File: src/design/buffer_ring_pool_manager_unit_defines.svh
// Assertion macros shared by the buffer ring pool manager modules.
// Include this file by its bare name where assertions are written.
`ifndef BUFFER_RING_POOL_MANAGER_UNIT_DEFINES_SVH
`define BUFFER_RING_POOL_MANAGER_UNIT_DEFINES_SVH

// Assert that an antecedent implies a consequent in the same cycle.
`define BRPM_ASSERT_IMP(label, clk, rst_n, ante, cons, msg) \
  label: assert property (@(posedge clk) disable iff (!rst_n) (ante) |-> (cons)) \
    else $error(msg);

// Assert that an antecedent implies a consequent in the next cycle.
`define BRPM_ASSERT_NEXT(label, clk, rst_n, ante, cons, msg) \
  label: assert property (@(posedge clk) disable iff (!rst_n) (ante) |=> (cons)) \
    else $error(msg);

`endif

File: src/design/brpm_pkg.sv
// Package of the buffer ring pool manager: widths, codes and command types.
// Used by every module of the block; depends on nothing.
package brpm_pkg;

  localparam int MaxSlots  = 16;
  localparam int IdxW      = $clog2(MaxSlots);
  localparam int CntW      = IdxW + 1;
  localparam int LineW     = 16;
  localparam int IdW       = 4;
  localparam int ByteW     = 32;
  localparam int StatusW   = 3;
  localparam int ProdW     = 2 * LineW;
  localparam int DivCntW   = $clog2(ByteW + 1);

  localparam logic [1:0] OpReqWrite = 2'd0;
  localparam logic [1:0] OpReqRead  = 2'd1;
  localparam logic [1:0] OpFinRead  = 2'd2;
  localparam logic [1:0] OpFinWrite = 2'd3;

  localparam logic [StatusW-1:0] StOk       = 3'd0;
  localparam logic [StatusW-1:0] StNone     = 3'd1;
  localparam logic [StatusW-1:0] StFinished = 3'd2;
  localparam logic [StatusW-1:0] StUnknown  = 3'd3;
  localparam logic [StatusW-1:0] StBadRange = 3'd4;

  typedef struct packed {
    logic [1:0]       operation;
    logic [LineW-1:0] line_start;
    logic [LineW-1:0] line_end;
    logic [LineW-1:0] bytes_per_line;
    logic [IdW-1:0]   buffer_id;
    logic [ByteW-1:0] written_bytes;
  } brpm_req_t;

  typedef struct packed {
    logic [StatusW-1:0] status;
    logic [IdW-1:0]     result_id;
    logic [LineW-1:0]   result_start_line;
    logic [LineW-1:0]   result_end_line;
    logic [LineW-1:0]   result_line_bytes;
    logic [ByteW-1:0]   result_bytes;
  } brpm_rsp_t;

  // Commands from the controller to the datapath.
  typedef struct packed {
    logic load;       // capture request, compute product
    logic decide;     // evaluate the operation with the captured product
    logic shift;      // one step of the insert shift
    logic commit_ins; // write the new slot after shifting
    logic search;     // examine one slot for the id
    logic div_start;  // start the trim divider
    logic div_step;   // one divider step
    logic trim;       // write the trimmed end line
    logic finish;     // register the result
  } brpm_cmd_t;

  // Status from the datapath back to the controller.
  typedef struct packed {
    logic need_insert;  // write request takes the insert path
    logic shift_done;   // shift index reached the write position
    logic search_done;  // search ended (hit or end of table)
    logic need_div;     // finish write needs the trim division
    logic div_done;     // divider has produced its quotient
    logic is_finish;
  } brpm_sts_t;

endpackage

File: src/design/brpm_stream_if.sv
// Valid/ready channel interface carrying one payload of a generic type.
// Depends on nothing; the payload type comes from the instantiating scope.
interface brpm_stream_if #(parameter type T = logic);
  logic valid;
  logic ready;
  T     data;

  modport source (output valid, output data, input ready);
  modport sink   (input valid, input data, output ready);
endinterface

File: src/design/brpm_ctrl.sv
// Controller state machine of the buffer ring pool manager.
// Depends on brpm_pkg and the assertion macro header.
`include "buffer_ring_pool_manager_unit_defines.svh"

module brpm_ctrl (
  input  logic               clk_i,
  input  logic               rst_ni,
  input  logic               in_valid_i,
  output logic               in_ready_o,
  output logic               out_valid_o,
  input  logic               out_ready_i,
  input  brpm_pkg::brpm_sts_t sts_i,
  output brpm_pkg::brpm_cmd_t cmd_o
);
  import brpm_pkg::*;

  typedef enum logic [7:0] {
    S_IDLE   = 8'b0000_0001,
    S_MUL    = 8'b0000_0010,
    S_DECIDE = 8'b0000_0100,
    S_SHIFT  = 8'b0000_1000,
    S_SEARCH = 8'b0001_0000,
    S_DIV    = 8'b0010_0000,
    S_TRIM   = 8'b0100_0000,
    S_OUT    = 8'b1000_0000
  } state_e;

  state_e state_q, state_d;

  always_ff @(posedge clk_i or negedge rst_ni) begin
    if (!rst_ni) begin
      state_q <= S_IDLE;
    end else begin
      state_q <= state_d;
    end
  end

  assign in_ready_o  = (state_q == S_IDLE);
  assign out_valid_o = (state_q == S_OUT);

  always_comb begin
    state_d = state_q;
    cmd_o   = '0;
    unique case (state_q)
      S_IDLE: begin
        if (in_valid_i) begin
          cmd_o.load = 1'b1;
          state_d    = S_MUL;
        end
      end
      S_MUL: begin
        if (sts_i.is_finish) begin
          state_d = S_SEARCH;
        end else begin
          state_d = S_DECIDE;
        end
      end
      S_DECIDE: begin
        if (sts_i.need_insert) begin
          state_d = S_SHIFT;
        end else begin
          cmd_o.decide = 1'b1;
          cmd_o.finish = 1'b1;
          state_d      = S_OUT;
        end
      end
      S_SHIFT: begin
        if (sts_i.shift_done) begin
          cmd_o.commit_ins = 1'b1;
          cmd_o.finish     = 1'b1;
          state_d          = S_OUT;
        end else begin
          cmd_o.shift = 1'b1;
        end
      end
      S_SEARCH: begin
        cmd_o.search = 1'b1;
        if (sts_i.search_done) begin
          if (sts_i.need_div) begin
            cmd_o.div_start = 1'b1;
            state_d         = S_DIV;
          end else begin
            cmd_o.finish = 1'b1;
            state_d      = S_OUT;
          end
        end
      end
      S_DIV: begin
        if (sts_i.div_done) begin
          state_d = S_TRIM;
        end else begin
          cmd_o.div_step = 1'b1;
        end
      end
      S_TRIM: begin
        cmd_o.trim   = 1'b1;
        cmd_o.finish = 1'b1;
        state_d      = S_OUT;
      end
      S_OUT: begin
        if (out_ready_i) begin
          state_d = S_IDLE;
        end
      end
      default: state_d = S_IDLE;
    endcase
  end

  `BRPM_ASSERT_IMP(a_ready_idle, clk_i, rst_ni, in_ready_o, !out_valid_o, "ready while result pending")
  `BRPM_ASSERT_NEXT(a_out_hold, clk_i, rst_ni, out_valid_o && !out_ready_i, out_valid_o, "result dropped")
  `BRPM_ASSERT_NEXT(a_load_mul, clk_i, rst_ni, cmd_o.load, state_q == S_MUL, "load not followed by product")

endmodule

File: src/design/brpm_datapath.sv
// Datapath of the buffer ring pool manager: slot table, ring pointers,
// product register, serial id search and a restoring divider.
// Depends on brpm_pkg.
module brpm_datapath (
  input  logic                     clk_i,
  input  logic                     rst_ni,
  input  logic [brpm_pkg::ByteW-1:0] max_total_bytes_i,
  input  brpm_pkg::brpm_req_t      req_i,
  input  brpm_pkg::brpm_cmd_t      cmd_i,
  output brpm_pkg::brpm_sts_t      sts_o,
  output brpm_pkg::brpm_rsp_t      rsp_o
);
  import brpm_pkg::*;

  localparam logic [ByteW:0] LineMaskV = (ByteW+1)'((1 << LineW) - 1);

  // Slot table, undefined until written.
  logic [IdW-1:0]   ident_q [MaxSlots];
  logic [ByteW-1:0] cap_q   [MaxSlots];
  logic [LineW-1:0] start_q [MaxSlots];
  logic [LineW-1:0] end_q   [MaxSlots];
  logic [LineW-1:0] lb_q    [MaxSlots];
  logic [MaxSlots-1:0] busy_q;

  logic [CntW-1:0]  count_q;
  logic [IdxW-1:0]  wpos_q, rpos_q;
  logic             filled_q;
  logic [ByteW-1:0] in_use_q;

  brpm_req_t        req_q;
  logic [ProdW-1:0] prod_q;
  logic [CntW-1:0]  sidx_q;   // shift or search index
  logic [IdxW-1:0]  hit_q;
  brpm_rsp_t        rsp_q;

  // Divider.
  logic [ByteW-1:0]   quo_q, rem_q;
  logic [DivCntW-1:0] dcnt_q;

  logic [IdxW-1:0] widx;
  assign widx = wpos_q;

  // Write decision.
  logic reuse;
  always_comb begin
    if (wpos_q != rpos_q) begin
      reuse = !busy_q[widx];
    end else if (filled_q || count_q == '0) begin
      reuse = 1'b0;
    end else begin
      reuse = !busy_q[widx];
    end
  end

  logic             bad_range;
  logic [ByteW-1:0] req32;
  logic [ByteW:0]   ins_sum;
  logic             over_budget;
  logic             table_full;
  assign bad_range   = req_q.line_end < req_q.line_start;
  assign req32       = prod_q;
  assign ins_sum     = {1'b0, in_use_q} + {1'b0, req32};
  assign over_budget = ins_sum > {1'b0, max_total_bytes_i};
  assign table_full  = count_q >= CntW'(MaxSlots);

  // Next write position after an advance, given a new count.
  function automatic logic [IdxW-1:0] adv(input logic [IdxW-1:0] p,
                                          input logic [CntW-1:0] cnt);
    logic [CntW-1:0] n;
    n = {1'b0, p} + CntW'(1);
    if (n >= cnt) begin
      n = '0;
    end
    return n[IdxW-1:0];
  endfunction

  // Reuse growth.
  logic [ByteW:0]   grow_sum;
  logic [ByteW-1:0] grow_use;
  assign grow_sum = {1'b0, in_use_q} + {1'b0, req32 - cap_q[widx]};
  assign grow_use = grow_sum[ByteW] ? '1 : grow_sum[ByteW-1:0];

  // Search.
  logic [IdxW-1:0] sslot;
  logic            s_end, s_hit;
  assign sslot  = sidx_q[IdxW-1:0];
  assign s_end  = (sidx_q >= count_q);
  assign s_hit  = !s_end && (ident_q[sslot] == req_q.buffer_id);

  // Trim inputs of the hit slot.
  logic [LineW-1:0] h_st, h_lb;
  logic [ProdW-1:0] span_prod;
  assign h_st      = start_q[hit_q];
  assign h_lb      = lb_q[hit_q];

  logic [LineW-1:0] sh_st, sh_en, sh_lb, sh_span;
  assign sh_st   = start_q[sslot];
  assign sh_en   = end_q[sslot];
  assign sh_lb   = lb_q[sslot];
  assign sh_span = (sh_en >= sh_st) ? sh_en - sh_st : '0;

  // span_prod is registered when a hit is found.
  logic [ProdW-1:0] span_prod_q;
  assign span_prod = span_prod_q;

  logic hit_busy;
  assign hit_busy = busy_q[sslot];

  logic [ByteW:0] rem_trial;
  assign rem_trial = {rem_q, quo_q[ByteW-1]} - {{(ByteW-LineW+1){1'b0}}, h_lb};

  logic [ByteW:0] ne;
  assign ne = {1'b0, quo_q} + {{(ByteW-LineW+1){1'b0}}, h_st};

  assign sts_o.need_insert = (req_q.operation == OpReqWrite) && !bad_range && !reuse
                           && !table_full && !over_budget;
  assign sts_o.shift_done  = (sidx_q == {1'b0, wpos_q});
  assign sts_o.search_done = s_end || s_hit;
  assign sts_o.need_div    = s_hit && hit_busy && (req_q.operation == OpFinWrite)
                           && (sh_lb != '0);
  assign sts_o.div_done    = (dcnt_q == '0);
  assign sts_o.is_finish   = (req_q.operation == OpFinRead) || (req_q.operation == OpFinWrite);
  assign rsp_o = rsp_q;

  // Table entries.
  always_ff @(posedge clk_i) begin
    if (cmd_i.shift) begin
      ident_q[sslot] <= ident_q[sslot - IdxW'(1)];
      cap_q[sslot]   <= cap_q[sslot - IdxW'(1)];
      start_q[sslot] <= start_q[sslot - IdxW'(1)];
      end_q[sslot]   <= end_q[sslot - IdxW'(1)];
      lb_q[sslot]    <= lb_q[sslot - IdxW'(1)];
    end
    if (cmd_i.commit_ins) begin
      ident_q[widx] <= count_q[IdW-1:0];
      cap_q[widx]   <= req32;
      start_q[widx] <= req_q.line_start;
      end_q[widx]   <= req_q.line_end;
      lb_q[widx]    <= req_q.bytes_per_line;
    end
    if (cmd_i.decide && req_q.operation == OpReqWrite && !bad_range && reuse) begin
      if (cap_q[widx] < req32) begin
        cap_q[widx] <= req32;
      end
      start_q[widx] <= req_q.line_start;
      end_q[widx]   <= req_q.line_end;
      lb_q[widx]    <= req_q.bytes_per_line;
    end
    // A slot with zero bytes per line collapses to its start line unless
    // the written count matches the empty product.
    if (cmd_i.search && s_hit && hit_busy && req_q.operation == OpFinWrite
        && sh_lb == '0 && req_q.written_bytes != '0) begin
      end_q[sslot] <= sh_st;
    end
    if (cmd_i.trim && span_prod != req_q.written_bytes) begin
      end_q[hit_q] <= (ne > LineMaskV) ? LineMaskV[LineW-1:0] : ne[LineW-1:0];
    end
  end

  // Control and pointer registers.
  always_ff @(posedge clk_i or negedge rst_ni) begin
    if (!rst_ni) begin
      busy_q   <= '0;
      count_q  <= '0;
      wpos_q   <= '0;
      rpos_q   <= '0;
      filled_q <= 1'b0;
      in_use_q <= '0;
      sidx_q   <= '0;
    end else begin
      if (cmd_i.load) begin
        sidx_q <= (req_i.operation == OpReqWrite) ? count_q : '0;
      end
      if (cmd_i.shift) begin
        busy_q[sslot] <= busy_q[sslot - IdxW'(1)];
        sidx_q        <= sidx_q - CntW'(1);
      end
      if (cmd_i.search && !sts_o.search_done) begin
        sidx_q <= sidx_q + CntW'(1);
      end
      if (cmd_i.search && s_hit && hit_busy) begin
        busy_q[sslot] <= 1'b0;
      end
      if (cmd_i.commit_ins) begin
        busy_q[widx] <= 1'b1;
        in_use_q     <= ins_sum[ByteW-1:0];
        if (rpos_q > wpos_q || (rpos_q == wpos_q && filled_q)) begin
          rpos_q <= rpos_q + IdxW'(1);
        end
        count_q  <= count_q + CntW'(1);
        wpos_q   <= adv(wpos_q, count_q + CntW'(1));
        filled_q <= 1'b1;
      end
      if (cmd_i.decide) begin
        if (req_q.operation == OpReqWrite && !bad_range && reuse) begin
          busy_q[widx] <= 1'b1;
          if (cap_q[widx] < req32) begin
            in_use_q <= grow_use;
          end
          wpos_q   <= adv(wpos_q, count_q);
          filled_q <= 1'b1;
        end else if (req_q.operation == OpReqRead && filled_q && count_q != '0
                     && {1'b0, rpos_q} < count_q && !busy_q[rpos_q]) begin
          busy_q[rpos_q] <= 1'b1;
          rpos_q <= adv(rpos_q, count_q);
          if (adv(rpos_q, count_q) == wpos_q) begin
            filled_q <= 1'b0;
          end
        end
      end
    end
  end

  // Request, product, search hit and divider.
  always_ff @(posedge clk_i) begin
    if (cmd_i.load) begin
      req_q  <= req_i;
    end
    prod_q <= ProdW'(req_q.line_end - req_q.line_start) * ProdW'(req_q.bytes_per_line);
    if (cmd_i.search && s_hit) begin
      hit_q       <= sslot;
      span_prod_q <= ProdW'(sh_span) * ProdW'(sh_lb);
    end
    if (cmd_i.div_start) begin
      quo_q  <= req_q.written_bytes;
      rem_q  <= '0;
      dcnt_q <= DivCntW'(ByteW);
    end else if (cmd_i.div_step) begin
      if (!rem_trial[ByteW]) begin
        rem_q <= rem_trial[ByteW-1:0];
        quo_q <= {quo_q[ByteW-2:0], 1'b1};
      end else begin
        rem_q <= {rem_q[ByteW-2:0], quo_q[ByteW-1]};
        quo_q <= {quo_q[ByteW-2:0], 1'b0};
      end
      dcnt_q <= dcnt_q - DivCntW'(1);
    end
  end

  // Result register.
  always_ff @(posedge clk_i) begin
    if (cmd_i.finish) begin
      rsp_q <= '0;
      unique case (req_q.operation)
        OpReqWrite: begin
          if (bad_range) begin
            rsp_q.status <= StBadRange;
          end else if (reuse) begin
            rsp_q.result_id    <= ident_q[widx];
            rsp_q.result_bytes <= req32;
          end else if (table_full || over_budget) begin
            rsp_q.status <= StNone;
          end else begin
            rsp_q.result_id    <= count_q[IdW-1:0];
            rsp_q.result_bytes <= req32;
          end
        end
        OpReqRead: begin
          if (!filled_q || count_q == '0 || {1'b0, rpos_q} >= count_q || busy_q[rpos_q]) begin
            rsp_q.status <= StNone;
          end else begin
            rsp_q.result_id         <= ident_q[rpos_q];
            rsp_q.result_start_line <= start_q[rpos_q];
            rsp_q.result_end_line   <= end_q[rpos_q];
            rsp_q.result_line_bytes <= lb_q[rpos_q];
          end
        end
        default: begin
          if (cmd_i.trim) begin
            rsp_q.status <= StOk;
          end else if (!s_hit) begin
            rsp_q.status <= StUnknown;
          end else if (!hit_busy) begin
            rsp_q.status <= StFinished;
          end
        end
      endcase
    end
  end

endmodule

File: src/design/buffer_ring_pool_manager_unit.sv
// Top level of the buffer ring pool manager.
// Depends on brpm_pkg, brpm_stream_if, brpm_ctrl and brpm_datapath.
//
//  Channel   Direction  Payload
//  req       sink       brpm_req_t: operation, lines, bytes per line, id, written bytes
//  rsp       source     brpm_rsp_t: status, id, line range, line bytes, granted bytes
//  cfg       input      max_total_bytes, written when cfg_we_i is high
//
// One transaction is taken at a time; a request holds the block until the
// next is accepted. A read or a plain write passes the product and decide
// states, a write that inserts walks the later slots one per cycle, a finish
// searches the slot table one slot per cycle, and a finish write that trims
// adds a 32-step serial divider. The result holds until it is taken; reset
// clears the pointers, counts and busy marks, and the table needs no clearing.
module buffer_ring_pool_manager_unit (
  input  logic                         clk_i,
  input  logic                         rst_ni,
  input  logic                         cfg_we_i,
  input  logic [brpm_pkg::ByteW-1:0]   cfg_wdata_i,
  brpm_stream_if.sink                  req,
  brpm_stream_if.source                rsp
);
  import brpm_pkg::*;

  logic [ByteW-1:0] max_total_bytes_q;
  brpm_cmd_t cmd;
  brpm_sts_t sts;
  brpm_rsp_t rsp_data;

  // The budget register resets to 16 MiB.
  always_ff @(posedge clk_i or negedge rst_ni) begin
    if (!rst_ni) begin
      max_total_bytes_q <= ByteW'(32'h0100_0000);
    end else if (cfg_we_i) begin
      max_total_bytes_q <= cfg_wdata_i;
    end
  end

  brpm_ctrl u_ctrl (
    .clk_i       (clk_i),
    .rst_ni      (rst_ni),
    .in_valid_i  (req.valid),
    .in_ready_o  (req.ready),
    .out_valid_o (rsp.valid),
    .out_ready_i (rsp.ready),
    .sts_i       (sts),
    .cmd_o       (cmd)
  );

  brpm_datapath u_dp (
    .clk_i             (clk_i),
    .rst_ni            (rst_ni),
    .max_total_bytes_i (max_total_bytes_q),
    .req_i             (req.data),
    .cmd_i             (cmd),
    .sts_o             (sts),
    .rsp_o             (rsp_data)
  );

  assign rsp.data = rsp_data;

endmodule

File: src/flat_wrapper.sv
// flat-port wrapper written by rule: the top's interface ports become plain ports
module buffer_ring_pool_manager_unit_flat import brpm_pkg::*;
  (clk_i, rst_ni, cfg_we_i, cfg_wdata_i, req_valid, req_data, req_ready, rsp_valid, rsp_data, rsp_ready);
  brpm_stream_if #(.T(brpm_req_t)) req_i ();
  brpm_stream_if #(.T(brpm_rsp_t)) rsp_i ();
  input  logic clk_i;
  input  logic rst_ni;
  input  logic cfg_we_i;
  input  logic [brpm_pkg::ByteW-1:0] cfg_wdata_i;
  input wire logic [$bits(req_i.valid)-1:0] req_valid;
  input wire logic [$bits(req_i.data)-1:0] req_data;
  output wire logic [$bits(req_i.ready)-1:0] req_ready;
  output wire logic [$bits(rsp_i.valid)-1:0] rsp_valid;
  output wire logic [$bits(rsp_i.data)-1:0] rsp_data;
  input wire logic [$bits(rsp_i.ready)-1:0] rsp_ready;
  assign req_i.valid = req_valid;
  assign req_i.data = req_data;
  assign req_ready = req_i.ready;
  assign rsp_valid = rsp_i.valid;
  assign rsp_data = rsp_i.data;
  assign rsp_i.ready = rsp_ready;
  buffer_ring_pool_manager_unit u_core (.clk_i(clk_i), .rst_ni(rst_ni), .cfg_we_i(cfg_we_i), .cfg_wdata_i(cfg_wdata_i), .req(req_i), .rsp(rsp_i));
endmodule
File: config.mk
export PLATFORM = sky130hd
export DESIGN_NAME = buffer_ring_pool_manager_unit_flat
export DESIGN_NICKNAME = d
export VERILOG_FILES = /design/src/design/brpm_pkg.sv /design/src/design/brpm_stream_if.sv /design/src/design/brpm_ctrl.sv /design/src/design/brpm_datapath.sv /design/src/design/buffer_ring_pool_manager_unit.sv /design/src/flat_wrapper.sv
export VERILOG_INCLUDE_DIRS = /design/src /design/src/design
export SDC_FILE = /design/constraint.sdc
export NUM_CORES = 2
export LEC_CHECK = 0
export ABC_CLOCK_PERIOD_IN_PS = 22200
export BUFFER_PORTS_ARGS = -buffer_cell sky130_fd_sc_hd__buf_2
export CORE_AREA = 5 5 517 519
export CTS_BUF_LIST = sky130_fd_sc_hd__clkbuf_4
export DETAILED_ROUTE_END_ITERATION = 8
export DIE_AREA = 0 0 522 524
export PLACE_DENSITY = 0.6
export SLEW_MARGIN = 10
export SYNTH_ARGS = -nofsm -noshare
export SYNTH_HDL_FRONTEND = slang
export SYNTH_SLANG_ARGS = --single-unit
File: constraint.sdc
create_clock -name clk_i -period 22.2 [get_ports clk_i]
set_input_delay 1.11 -clock clk_i [delete_from_list [all_inputs] [get_ports clk_i]]
set_output_delay 1.11 -clock clk_i [all_outputs]
set_load 0.1 [all_outputs]
# == Yosys cells after proc, flatten, opt, wreduce, memory -nomap -nowiden ==
# Memories as Yosys holds them, arrays and structs flattened. A register that Yosys moved wholly into a read port is not among the register bits.
# Index checks and enable logic that the tools add are counted.
# Widths: inputs -> output; s select.
# totals
register_bits,418
mem_bits_rw,1344
in_bits,123
memories,5
# op_classes
n_addsub,15
n_mul,2
n_lt_le_gt_ge,20
n_eq_ne,22
muxes,135
bitwise,12
reduce_logical,63
# mem_list
memory,depth,width,rd,rd_ports_with_merged_regs,wr,line,text
u_core.u_dp.cap_q,16,32,2,0,1,brpm_datapath.sv:19,logic [ByteW-1:0] cap_q [MaxSlots];
u_core.u_dp.end_q,16,16,3,0,1,brpm_datapath.sv:21,logic [LineW-1:0] end_q [MaxSlots];
u_core.u_dp.lb_q,16,16,4,1,1,brpm_datapath.sv:22,logic [LineW-1:0] lb_q [MaxSlots];
u_core.u_dp.start_q,16,16,4,1,1,brpm_datapath.sv:20,logic [LineW-1:0] start_q [MaxSlots];
u_core.u_dp.ident_q,16,4,4,0,1,brpm_datapath.sv:18,logic [IdW-1:0] ident_q [MaxSlots];
# ops
operator,count
$mux 32,12
$mux 16,16
$mux 4,26
$add 32x32->33,2
$pmux 8 s8,1
$reduce_or 16->1,4
$mux 8,7
$mux 52,1
$mux 1,50
$or 16x16->16,3
$add 32x16->33,1
$gt 33x16->1 const B,1
$gt 33x32->1,1
$sub 33x16->33,1
$lt 32x32->1,1
$mul 16x16->32,1
$mul 17x17->32,1
$ne 32x32->1,1
$reduce_bool 32->1,1
$reduce_or 32->1,1
$sub 32x32->32,1
$logic_and 1x1->1,27
$mux 5,5
$ge 5x5->1,4
other kinds (56),100

# == Logic depth before layout (Yosys ltp) ==
# logic_depth
depth_word,20
mapped_depth,50

# == Cells and area by module ==
# A second synthesis with hierarchy kept.
# unflattened
hier_cells,11975
area_unflattened_um2,136352.0
# modules_own_cells
module,instances,cells_per_inst,area_per_inst_um2
brpm_datapath,1,11833,134385.1
buffer_ring_pool_manager_unit,1,68,1346.3
brpm_ctrl,1,74,620.6

# == Least setup slack after synthesis ==
# Ideal clock, no wire load.
# synth_timing
path_type,register -> register
start,reg u_core.u_dp.sidx_q[0]
end,reg u_core.u_dp.span_prod_q[31] (netlist: u_core.u_dp.span_prod[31]) (data pin)
t_arrival_ns,11.477
required_ns,21.928
path_slack_ns,10.451
path_stages_with_launch,46
path_buffers,11
synth_period_minus_slack_ns,11.749
cell_sequence,dfrtp_1 -> buf_4 -> buf_4 -> buf_2 -> buf_2 -> buf_2 -> buf_2 -> buf_2 -> buf_1 -> buf_2 -> mux4_2 -> mux4_2 -> fa_1 -> a21o_1 -> a21oi_1 -> o221ai_1 -> a21oi_1 -> o21ai_0 -> (+10 left out) -> fa_1 -> fa_1 -> inv_1 -> fa_1 -> inv_1 -> fa_1 -> inv_1 -> ha_1 -> a21o_1 -> a21oi_1 -> nor2b_1 -> a311o_1 -> a41o_1 -> a21bo_2 -> nand2_1 -> a21oi_1 -> o21ai_0 -> a211oi_1
# synth_between
elab_chain_cells,4
# synth_rtl
element,line,text
from (decl),brpm_datapath.sv:32,logic [CntW-1:0] sidx_q;
from (signal assigned),brpm_datapath.sv:172,sidx_q <= (req_i.operation == OpReqWrite) ? count_q : '0;
from (signal assigned),brpm_datapath.sv:176,sidx_q <= sidx_q - CntW'(1);
from (signal assigned),brpm_datapath.sv:179,sidx_q <= sidx_q + CntW'(1);
$mem_v2 16x16 (on tied branches),-,
$sub 16x16->16 or $ge 16x16->1 (tied branches),brpm_datapath.sv:100,assign sh_span = (sh_en >= sh_st) ? sh_en - sh_st : '0;
$mux 16,brpm_datapath.sv:100,
$mul 16x16->32 *,brpm_datapath.sv:222,span_prod_q <= ProdW'(sh_span) * ProdW'(sh_lb);
to (signal assigned),brpm_datapath.sv:222,
to (decl),brpm_datapath.sv:103,logic [ProdW-1:0] span_prod_q;
# Mark *: on every way between the ends. The rest lies on a longest branch, timed or not.
# A chain may end at the register's enable or synchronous reset.

# == Final worst setup path ==
# layout_timing
start,reg u_core.u_dp.sidx_q[1]
end,reg u_core.u_dp.span_prod_q[31] (netlist: u_core.u_dp.span_prod[31]) (data pin)
# The elaborated chain is that of the path after synthesis.

==> flow_metrics.tcl <==
set metrics [dict create \
    status "complete, no violations" \
    hold_end "u_core.u_ctrl.state_q[6]" \
    netlist_area_mm2 0.117 \
    synth_top_area_cell "edfxtp_1" \
    crit_type "flip-flop to flip-flop" \
    hold_ws_ns 0.246 \
    vias 79200 \
    antenna_found_initial 36 \
    clkTransAtPathRegs_ns 0.07 \
    hold_path.class "input pin to flip-flop" \
    cts_made_buffers 471 \
    remaining_drc_errors 0 \
    dr.pass1.iters 6 \
    detail_route.wirelength_mm 378 \
    synth-main-ff-cell "edfxtp_1" \
    cap_violations 0 \
    drt_iter0_markers 9133 \
    r2r_start "u_core.u_dp.sidx_q[1]" \
    fin_crit_sh 0.603 \
    seqCellArea_mm2 0.0518 \
    clock_latency_ns 1.46 \
    max_freq_mhz 74.7 \
    dieArea_mm2 0.274 \
    viasPerCell 6.33 \
    synth-edff-count 1585 \
    synth_nets 9087 \
    hold_depth 3 \
    endpoint_kind "flip-flop" \
    worst_pin_slew_ns 1.21 \
    synth_area_leaders "edfxtp_1, mux4_2, fa_1, ha_1, inv_1" \
    cp_slowest_cell "dfrtp_4" \
    areaGrowthSynthToFinish_pct 11.2 \
    synth_warnings 0 \
    synthArstFlopShare 0.0606 \
    slowest_delay_ns 0.78 \
    grt_pass1_wl_mm 552 \
    drive_gt1_frac 0.291 \
    crit_fanout 53 \
    period_needed_ns 13.39 \
    slew_headroom 0.188 \
    fin_nets 9605 \
    ys_ff_latch 1766 \
    initial_core_util 0.448 \
    r2r_cells 39 \
    synth_most_common_cell "edfxtp_1" \
    fin_skew_ns 0.190 \
    start_kind "flip-flop" \
    finalSetupViolCount 0 \
    final_cells 12500 \
    grt_max_degree 123 \
    synth_cell_types 85 \
    port_buffers 211 \
    cp.arrival_ns 14.51 \
    n_fill_cell 22300 \
    dp_cells 11500 \
    rsz0062_at_grt "false" \
    postRouteAntennaNets 0 \
    grt_pass1_vias 80400 \
    crit_top_cell "fa_1" \
    tns_ns 0 \
    r2r-end "u_core.u_dp.span_prod[31]" \
    synthCells 8073 \
    min-delay-start "rsp_ready" \
    clock-sinks 1766 \
    cts_max_level 5 \
    yosysTopAreaCellShare 0.406 \
    cts_buffer_depth 4 \
    ys_top_cells_by_count "edfxtp_1, mux4_2, inv_1" \
    die_h_um 524 \
    fp.coreArea_mm2 0.262 \
    gr-total-overflow 0 \
    dieWidth_um 522 \
    synth_area_per_cell_um2 14.5 \
    wire_per_inst_um 30.2 \
    hold_viol 0 \
    drv_slew 0 \
    io-pin-count 212 \
    grt_use_total 0.275 \
    cts_tree "done" \
    placementRows 188 \
    post_cts_buffers 0 \
    gp_congestion 0.941 \
    multi_input_area_mm2 0.0613 \
    root_buffer "clkbuf_4" \
    rrSetupSlack_ns 8.81 \
    dpl.hpwl_mm 251 \
    ys_seq_area_frac 0.442 \
    cp.required_ns 23.31 \
]
## flip-flops by register name, indices dropped and copies added, names as in the netlist, 5 cells and up, named ones only
name                      count
u_core.u_dp.lb_q            256
u_core.u_dp.ident_q          64
u_core.u_dp.quo_q            32
u_core.u_ctrl.state_q         8
u_core.u_dp.rsp_o            87
u_core.u_dp.count_q           5
u_core.u_dp.start_q         256
u_core.u_dp.busy_q           16
u_core.u_dp.sidx_q            5
u_core.u_dp.cap_q           512
u_core.u_dp.req_q            86
u_core.u_dp.in_use_q         32
u_core.u_dp.dcnt_q            6
u_core.u_dp.end_q           256
u_core.u_dp.span_prod        32
u_core.u_dp.rem_q            32
u_core.max_total_bytes_q     32
u_core.u_dp.prod_q           32
## worst max-delay path by stage
| stage | cells after the start | slack (ns) | end | startpoint |
|---|---|---|---|---|
| finish | 39 | 8.81 | u_core.u_dp.span_prod[31] | u_core.u_dp.sidx_q[1] |
| global placement | 39 | 9.04 | u_core.u_dp.span_prod[31] | u_core.u_dp.sidx_q[1] |
| CTS | 39 | 8.90 | u_core.u_dp.span_prod[31] | u_core.u_dp.sidx_q[1] |
| detailed placement | 39 | 8.85 | u_core.u_dp.span_prod[31] | u_core.u_dp.sidx_q[1] |
| floorplan | 45 | 10.45 | u_core.u_dp.span_prod[31] | u_core.u_dp.sidx_q[0] |
| global route | 39 | 8.17 | u_core.u_dp.span_prod[31] | u_core.u_dp.sidx_q[1] |
## kinds of logic (layout without fill, tap and decap cells)
group,count (synthesis),in the layout,synth area share
other cells,0,23,0
xor+xnor,281,281,0.0210
flops,1766,1766,0.442
compound gates,894,894,0.0483
mux,1389,1389,0.257
buf+inv,1185,2090,0.0389
simple gates,1667,1667,0.0671
fa+ha+maj,891,891,0.125
## worst max-delay path: cells and delay by family (launching register included)
family                     cells  cell delay (ns)
and+or+nand+nor                4             1.35
DFF                            1             0.78
adders and majority gates      9             4.01
muxes                          2             0.92
AOI/OAI and AO/OA             16             3.56
buffers and inverters          8             2.39
## per-layer routing
metal	global-route usage	wire, um	vias to the layer above	share of wire
met2	0.431	176000	4840	0.47
li1	-	-	32400	-
met5	0	88	-	0.00023
met3	0.0645	41000	820	0.11
met4	0.107	15400	14	0.041
met1	0.373	146000	41100	0.38
## metrics by stage
stage	setup slack, ns	utilization	area [um2]
2_1_floorplan	10.45	-	117000
3_3_place_gp	9.04	0.469	123000
3_5_place_dp	8.85	0.469	123000
4_1_cts	8.90	0.498	130000
5_1_grt	8.17	0.498	130000
6_report	8.81	0.498	130000
## placed cells by master (no fill, tap or decap), types with 84 or more instances in the layout
master	n
mux4_2	1291
nor2b_1	100
dlygate4sd3_1	121
dfrtp_1	96
a21oi_1	251
nand2_1	654
fa_1	468
nor2_1	286
inv_1	718
edfxtp_1	1585
o21ai_0	211
xnor2_1	199
ha_1	422
and2_1	182
buf_2	210
clkbuf_4	706
clkinv_1	98
nand3_1	84
buf_4	167
a21o_1	96
## timing repair
action,4_1_cts,5_1_grt
endpoints found under the hold margin,175,0
gates resized for setup,0,0
setup endpoints to repair,0,0
hold buffers,121,0
## cell type report
class                           instances  share of cell area
Sequential cell                      1766               0.398
Clock buffer                          706              0.0407
Antenna cell                           23            0.000442
Multi-Input combinational cell       5122               0.471
Clock inverter                        154             0.00762
Tap cell                             3515              0.0338
Timing Repair Buffer                  505              0.0281
Inverter                              725              0.0210
Power is not shown: default switching activity piles up to over one toggle a cycle in this logic, so the estimate is an artifact.
